<file path="config.mk">
export PLATFORM = sky130hd
export DESIGN_NAME = seven_bit_group_unpacker_top
export DESIGN_NICKNAME = d
export VERILOG_FILES = /design/src/rtl/core/sbgu_pkg.sv /design/src/rtl/core/sbgu_out_stage.sv /design/src/rtl/core/seven_bit_group_unpacker_top.sv
export SDC_FILE = /design/constraint.sdc
export NUM_CORES = 1
export LEC_CHECK = 0
export BUFFER_PORTS_ARGS = -buffer_cell sky130_fd_sc_hd__buf_2
export CORE_UTILIZATION = 38
export DETAILED_ROUTE_END_ITERATION = 12
export PLACE_DENSITY = 0.58
export SYNTH_ARGS = -nofsm -noshare
export SYNTH_HDL_FRONTEND = slang
export SYNTH_SLANG_ARGS = --single-unit
</file>
<file path="constraint.sdc">
create_clock -name clk -period 4.1 [get_ports clk]
set_input_delay 0.82 -clock clk [delete_from_list [all_inputs] [get_ports clk]]
set_output_delay 0.82 -clock clk [all_outputs]
set_load 0.02 [all_outputs]
</file>
<file path="src/rtl/core/sbgu_pkg.sv">
// Package for the seven-bit group unpacker.
// Holds the group size, the sequencer state type and the result item type.
// No dependencies.
package sbgu_pkg;

	localparam int GroupSize = 7;
	localparam int FillW     = $clog2(GroupSize + 1);
	localparam int IdxW      = $clog2(GroupSize);
	localparam logic [7:0] HighBit = 8'h80;

	typedef enum logic {
		ST_COLLECT,
		ST_EMIT
	} state_t;

	typedef struct packed {
		logic [7:0] out_byte;
		logic       has_byte;
		logic       end_of_run;
	} out_item_t;

endpackage

</file>
<file path="src/rtl/core/sbgu_out_stage.sv">
// Output register stage of the seven-bit group unpacker.
// Holds one result item and decouples the sequencer from the output handshake.
// Depends on sbgu_pkg.
module sbgu_out_stage (
	input  logic                clk,
	input  logic                arst_n,
	input  logic                push,
	input  sbgu_pkg::out_item_t push_item,
	output logic                free,
	output logic                out_valid,
	input  logic                out_ready,
	output sbgu_pkg::out_item_t out_item
);

	logic                valid_q;
	sbgu_pkg::out_item_t item_q;

	assign free      = !valid_q || out_ready;
	assign out_valid = valid_q;
	assign out_item  = item_q;

	always_ff @(posedge clk or negedge arst_n) begin
		if (!arst_n) begin
			valid_q <= 1'b0;
		end else if (push) begin
			valid_q <= 1'b1;
		end else if (out_ready) begin
			valid_q <= 1'b0;
		end
	end

	always_ff @(posedge clk) begin
		if (push) begin
			item_q <= push_item;
		end
	end

endmodule

</file>
<file path="src/rtl/core/seven_bit_group_unpacker_top.sv">
// Seven-bit group unpacker: data bytes are held until their high-bits byte
// arrives, then the group is emitted one byte per cycle while the output
// register is free to take it. A high-bits byte (after seven data bytes, or
// the final byte) is followed by one result per pending byte, or by the
// empty end marker if none is pending, paced by the single output register
// and the emit counter; in_ready stays low while the group drains. Depends
// on sbgu_pkg and sbgu_out_stage.
module seven_bit_group_unpacker_top (
	input  logic       clk,
	input  logic       arst_n,
	input  logic       in_valid,
	output logic       in_ready,
	input  logic [7:0] in_byte,
	input  logic       is_final,
	output logic       out_valid,
	input  logic       out_ready,
	output logic [7:0] out_byte,
	output logic       has_byte,
	output logic       end_of_run
);

	sbgu_pkg::state_t state_q, state_d;

	logic [7:0] pend_q [sbgu_pkg::GroupSize];
	logic [sbgu_pkg::FillW-1:0] fill_q;
	logic [sbgu_pkg::FillW-1:0] cnt_q;
	logic [sbgu_pkg::IdxW-1:0]  idx_q;
	logic [7:0] highs_q;
	logic       last_q;

	logic       accept;
	logic       start_emit;
	logic       push;
	logic       free;
	logic       emit_done;
	logic [sbgu_pkg::FillW-1:0] idx_ext;
	sbgu_pkg::out_item_t push_item;
	sbgu_pkg::out_item_t out_item;

	assign accept     = in_valid && in_ready;
	assign start_emit = accept &&
		(is_final || fill_q == sbgu_pkg::FillW'(sbgu_pkg::GroupSize));
	assign idx_ext    = sbgu_pkg::FillW'(idx_q);
	// empty marker when nothing pending, else stop on the last pending byte
	assign emit_done  = (cnt_q == '0) || (idx_ext == cnt_q - 1'b1);

	always_ff @(posedge clk or negedge arst_n) begin
		if (!arst_n) begin
			state_q <= sbgu_pkg::ST_COLLECT;
		end else begin
			state_q <= state_d;
		end
	end

	always_comb begin
		state_d   = state_q;
		in_ready  = 1'b0;
		push      = 1'b0;
		push_item = '0;
		unique case (state_q)
			sbgu_pkg::ST_COLLECT: begin
				in_ready = 1'b1;
				if (start_emit) begin
					state_d = sbgu_pkg::ST_EMIT;
				end
			end
			sbgu_pkg::ST_EMIT: begin
				push = free;
				if (cnt_q == '0) begin
					push_item.out_byte   = '0;
					push_item.has_byte   = 1'b0;
					push_item.end_of_run = 1'b1;
				end else begin
					push_item.out_byte = pend_q[idx_q] |
						(highs_q[idx_q] ? sbgu_pkg::HighBit : 8'h00);
					push_item.has_byte   = 1'b1;
					push_item.end_of_run = last_q && emit_done;
				end
				if (free && emit_done) begin
					state_d = sbgu_pkg::ST_COLLECT;
				end
			end
			default: state_d = sbgu_pkg::ST_COLLECT;
		endcase
	end

	always_ff @(posedge clk or negedge arst_n) begin
		if (!arst_n) begin
			fill_q <= '0;
			idx_q  <= '0;
		end else if (start_emit) begin
			fill_q <= '0;
			idx_q  <= '0;
		end else if (accept) begin
			fill_q <= fill_q + 1'b1;
		end else if (push && !emit_done) begin
			idx_q <= idx_q + 1'b1;
		end
	end

	always_ff @(posedge clk) begin
		if (start_emit) begin
			cnt_q   <= fill_q;
			highs_q <= in_byte;
			last_q  <= is_final;
		end else if (accept) begin
			pend_q[fill_q[sbgu_pkg::IdxW-1:0]] <= in_byte;
		end
	end

	sbgu_out_stage u_out (
		.clk       (clk),
		.arst_n    (arst_n),
		.push      (push),
		.push_item (push_item),
		.free      (free),
		.out_valid (out_valid),
		.out_ready (out_ready),
		.out_item  (out_item)
	);

	assign out_byte   = out_item.out_byte;
	assign has_byte   = out_item.has_byte;
	assign end_of_run = out_item.end_of_run;

endmodule

</file>
# Word-level counts from Yosys, hierarchy flattened
# Memory sizes are Yosys's and may differ from the RTL's.
# Cells that the tools add are included.
[word_totals]
ff_bits = 30
latch_bits = 0
ram_bits = 56
rom_bits = 0
output_inout_bits = 12
mem_count = 1
[classes]
addsub = 3
multipliers = 0
div_mod_pow = 0
order_cmp = 1
eq_ne = 3
shift = 0
n_mux = 19
bitwise = 2
n_reduce_logical = 16
[mem_list]
columns = ["memory", "depth", "width", "rd", "rd_clocked_by_memory_dff", "write_ports", "line", "text"]
rows = [
  ["pend_q", 7, 8, 1, 0, 1, "seven_bit_group_unpacker_top.sv:24", "logic [7:0] pend_q [sbgu_pkg::GroupSize];"],
]
[ops]
columns = ["op", "n"]
rows = [
  ["$mux W3", 5],
  ["$mux W1", 10],
  ["$mux W8", 1],
  ["$or A8 B8 Y8", 1],
  ["$add A3 B1 Y3 const B", 2],
  ["$reduce_bool A2 Y1", 3],
  ["$logic_and A1 B1 Y1", 5],
  ["$lt A3 B4 Y1 const B", 1],
  ["$bmux W1 S3", 1],
  ["$eq A3 B3 Y1", 1],
  ["$eq A3 B3 Y1 const B", 1],
  ["$logic_not A3 Y1", 1],
  ["$logic_or A1 B1 Y1", 3],
  ["$sub A3 B1 Y3 const B", 1],
  ["$logic_not A1 Y1", 2],
  ["$mux W2", 1],
  ["$ne A2 B1 Y1 const B", 1],
  ["$pmux W1 S2", 1],
  ["$reduce_and A2 Y1", 1],
  ["$reduce_or A2 Y1", 1],
  ["$not A1 Y1", 1],
]

# Logic depth before layout (Yosys ltp)
[logic_depth]
depth_word = 8
ltp_mapped = 7
mapped_depth_nobuf = 6

# Cells and area by module
# A second synthesis with hierarchy kept.
[unflattened]
hier_cells = 207
hier_area_um2 = 3444.6
[by_module_without_submodules]
columns = ["mod", "instances", "cells_per_inst", "area_each_um2", "seq_area_each_um2"]
rows = [
  ["seven_bit_group_unpacker_top", 1, 194, 3096.7, 2217.1],
  ["sbgu_out_stage", 1, 13, 347.8, 325.3],
]

# Least setup slack after synthesis
# OpenSTA, ideal clock, no wires.
[synth_timing]
path_kind = "input to register"
start = "input port in_valid"
end = "memory pend_q[0][0] (enable)"
setup_time_ps = 383
arrival_time_ps = 1981
required_time_ps = 3717
slack_ps = 1735
cell_stages = 4
cell_sequence = "nand2b_1 -> nor3_1 -> nand2b_1 -> nor3_1"
[synth_between]
elab_chain_len = 4
[synth_rtl]
columns = ["element", "line", "text"]
rows = [
  ["from (decl)", "seven_bit_group_unpacker_top.sv:11", "input logic in_valid,"],
  ["$logic_and A1 B1 Y1 (*)", "seven_bit_group_unpacker_top.sv:40", "assign accept = in_valid && in_ready;"],
  ["$mux W1 / $logic_and A1 B1 Y1 (equally long branches)", "seven_bit_group_unpacker_top.sv:106, seven_bit_group_unpacker_top.sv:41", ""],
  ["$mux W1 (*)", "seven_bit_group_unpacker_top.sv:102", "if (start_emit) begin"],
  ["$mux W1 (not written as such) (*)", "seven_bit_group_unpacker_top.sv:107", "pend_q[fill_q[sbgu_pkg::IdxW-1:0]] <= in_byte;"],
  ["to (decl)", "seven_bit_group_unpacker_top.sv:24", ""],
]
# Every way passes the cells marked *; elsewhere a longest branch is shown, timed or not.

# Final worst setup path
[layout_timing]
start = "register fill_q[1] (netlist name)"
end = "memory pend_q[2][0] (enable)"
[layout_between]
elab_chain_len = 5
[layout_rtl]
columns = ["element", "line", "text"]
rows = [
  ["from (decl)", "seven_bit_group_unpacker_top.sv:25", "logic [sbgu_pkg::FillW-1:0] fill_q;"],
  ["from (signal assigned)", "seven_bit_group_unpacker_top.sv:95", "fill_q <= fill_q + 1'b1;"],
  ["$eq A3 B3 Y1", "seven_bit_group_unpacker_top.sv:42", "(is_final || fill_q == sbgu_pkg::FillW'(sbgu_pkg::GroupSize));"],
  ["$logic_or A1 B1 Y1", "seven_bit_group_unpacker_top.sv:42", ""],
  ["$logic_and A1 B1 Y1", "seven_bit_group_unpacker_top.sv:41", "assign start_emit = accept &&"],
  ["$mux W1", "seven_bit_group_unpacker_top.sv:102", ""],
  ["$mux W1 (not written as such)", "seven_bit_group_unpacker_top.sv:107", ""],
]
# Parallel ways exist; a longest one is shown, timed or not.

==> metrics.md <==
| Metric | Value |
|---|---|
| Outcome | `finished clean` |
| Leakage power | `between 1 and 1.5 nW` |
| Slew headroom | `between 30% and 40%` |
| FFs w/ async S/R, synth | `9.30%` |
| Initial DRT Pass Iterations | `4` |
| Final Hold Viols | `0` |
| Total Power | `~2.4 mW` |
| Drt total wl | `5910 µm` |
| Final Skew | `0.0105 ns` |
| RSZ-0062 raised after global routing | `no` |
| Sw frac | `29.8%` |
| Net switching power | `0.718 mW` |
| CP Capture Type | `flop` |
| CP Class | `reg -> reg` |
| Total number of vias | `1685` |
| Worst-path fanout max | `8` |
| Hold Worst Slack | `0.310 ns` |
| First-pass GRT wire length | `9580 µm` |
| Post-CTS sizing | `0` |
| Port bufs | `24` |
| Final TNS setup | `0 ns` |
| Critical Path Start Type | `flop` |
| Final Cell Area | `0.00384 mm²` |
| Seq/Total Area, Yosys | `74.7%` |
| # diodes | `0` |
| Die Area | `0.00934 mm²` |
| Vias in the first global route | `roughly 1700` |
| Top post-synthesis cells by count | `edfxtp_1 (78), nor2_1 (18), mux2i_1 (14)` |
| # rows | `34` |
| Final Core Density | `44.3%` |
| Yosys warns | `0` |
| I/O Pins | `25` |
| H-tree Lvls | `3` |
| Max-cap violations | `0` |
| TritonCTS clock tree | `built` |
| Clk slew on worst S/H paths | `0.08 ns` |
| Synth area leaders | `edfxtp_1 (69%), dfrtp_1 (5.9%), mux4_2 (5.3%)` |
| Pwr Density | `~630 mW/mm²` |
| Final Max Slew Viols | `0` |
| Crit path DAT | `2.41 ns` |
| Routed WL per cell | `approximately 17 µm` |
| Top cell type's share of synthesized area | `68.8%` |
| Final Cycle Share | `59.5%` |
| Clock latency on the worst-skew pair | `0.34 ns` |
| Clock buffer depth | `2` |
| Most frequent cell after synthesis | `edfxtp_1` |
| Pin count of the biggest net entering global routing | `26` |
| Non-Filler Instances | `roughly 340` |
| DR vias/cell | `4.91` |
| Most used flip-flop cell after synthesis | `edfxtp_1` |
| Largest area contributor in the netlist | `edfxtp_1` |
| GR Util All Layers | `14.0%` |
| Critical Path RT | `4.07 ns` |
| CTS Sinks | `86` |
| DRC | `0` |
| Core footprint | `0.00868 mm²` |
| Area growth from synthesis to layout | `13.0%` |
| Post-DP Area | `0.00364 mm²` |
| Nets@finish | `248` |
| Post-synthesis cell type count | `28` |
| Die Wd | `~97 µm` |
| Chip height | `96.6 µm` |
| Seq pwr share | `50.9%` |
| Minimum clock period | `about 2.4 ns` |
| Post-Syn Nets | `218` |
| Placer's final routability congestion estimate | `0.784` |
| Post-CTS setup buffers | `0` |
| CTS Hold Bufs | `0` |
| Layout cell share with drive strength beyond 1 | `between 20% and 30%` |
| Mapped Area | `0.00340 mm²` |
| Post-synth EDFFs | `78` |
| Post-DRT Antenna Nets | `0` |
| Synth Register Bits | `86` |
| Worst slew pin tran | `0.928 ns` |
| CTS Buf Count | `9` |
| Final setup margin | `1.66 ns` |
| Initial Util | `between 30% and 40%` |
| P_int | `1.69 mW` |
| Clk root buf | `clkbuf_8` |
| Synthesized netlist cell count | `200` |
| Avg Cell Area, Syn | `approximately 17 µm²` |
| Placed cells | `327` |
| Initial antenna violation count | `0` |
| Combinational share of power | `23.5%` |
| DP HPWL | `~4000 µm` |
| Clock power frac | `about 26%` |
| Setup-failing EPs final | `0` |
| Fmax | `410 MHz` |
| DP Worst Slack | `1.50 ns` |
| 1st-iter DRT viols | `108` |
| Grt ovf | `0` |
| VDD IR max | `0.221 mV` |
| Worst Hold Class | `in -> async` |
[registers in the layout, summed over array words and instances (netlist names)]
signal,flops
highs_q,8
fill_q,3
last_q,1
idx_ext,3
u_out.out_item,10
pend_q,56
u_out.out_valid,1
state_q,1
cnt_q,3
[kinds of logic after synthesis]
group           after synthesis  synth area share, %
compound gates               22                 4.67
xor+xnor                      3                 1.18
fa+ha+maj                     5                 1.84
buf+inv                      14                 1.87
flops                        86                 74.7
mux                          22                 9.41
simple gates                 48                 6.32
[metal layers]
metal	GRT usage [%]	wire, µm	share of wire, %	vias to the layer above
met2	21.0	2800	47	42
li1	-	-	-	817
met4	4.82	35	0.59	0
met1	19.6	2790	47	822
met5	0	0	0	-
met3	3.97	287	4.9	4
[power groups by stage]
stage | clock [mW] | combinational [mW] | sequential (mW)
floorplan | 0 | 0.433 | 1.22
global placement | 0 | 0.566 | 1.25
detailed placement | 0 | 0.576 | 1.25
CTS | 0.632 | 0.576 | 1.23
global route | 0.666 | 0.629 | 1.25
finish | 0.617 | 0.566 | 1.23
[worst max-delay path: stages, from the launching register on]
cell and delay, ns:
dfrtp_1 0.45, ha_1 0.21, ha_1 0.19, nor3_1 0.39, nand2b_1 0.21, nor2_1 0.62
[layout by cell type, fill, tap and decap left out]
master	synthesis	routed
a21oi_1	3	3
nor3_1	6	6
nor2b_1	3	3
o211ai_1	3	3
mux4_2	8	8
ha_1	5	5
buf_2	3	24
clkinv_2	0	2
clkbuf_8	0	9
nor2_1	18	18
o21ai_0	7	7
mux2i_1	14	14
xor2_1	2	2
xnor3_1	1	1
nand2_1	13	13
a41oi_1	1	1
a311o_2	1	1
buf_4	0	3
clkbuf_1	4	2
o31ai_2	1	1
o31ai_1	2	2
o211ai_2	1	1
dfrtp_1	8	8
bufinv_16	0	2
and2_1	1	1
or2_2	1	1
a211o_1	1	1
a22o_1	2	2
edfxtp_1	78	78
clkinv_1	0	1
nand2b_1	6	6
inv_1	6	6
[path summary, 6_finish.rpt]
check	from	endpoint	slack [ns]	cells after the start
hold / removal	arst_n	idx_ext[0]	0.31	1
hold reg to reg	fill_q[0]	cnt_q[0]	0.56	0
setup reg to reg	fill_q[1]	pend_q[2][0]	1.66	5
min in group clk	fill_q[0]	cnt_q[0]	0.56	0
setup / recovery	fill_q[1]	pend_q[2][0]	1.66	5
max in group asynchronous	arst_n	fill_q[0]	3.61	1
[layout make-up]
class	count	area, µm²
Timing Repair Buffer	27	143
Inverter	6	22.5
Sequential cell	86	2540
Clock buffer	11	131
Tap cell	108	135
Fill cell	803	4830
Multi-Input combinational cell	100	797
Clock inverter	5	73.8
Power figures use the tool's default switching activity.
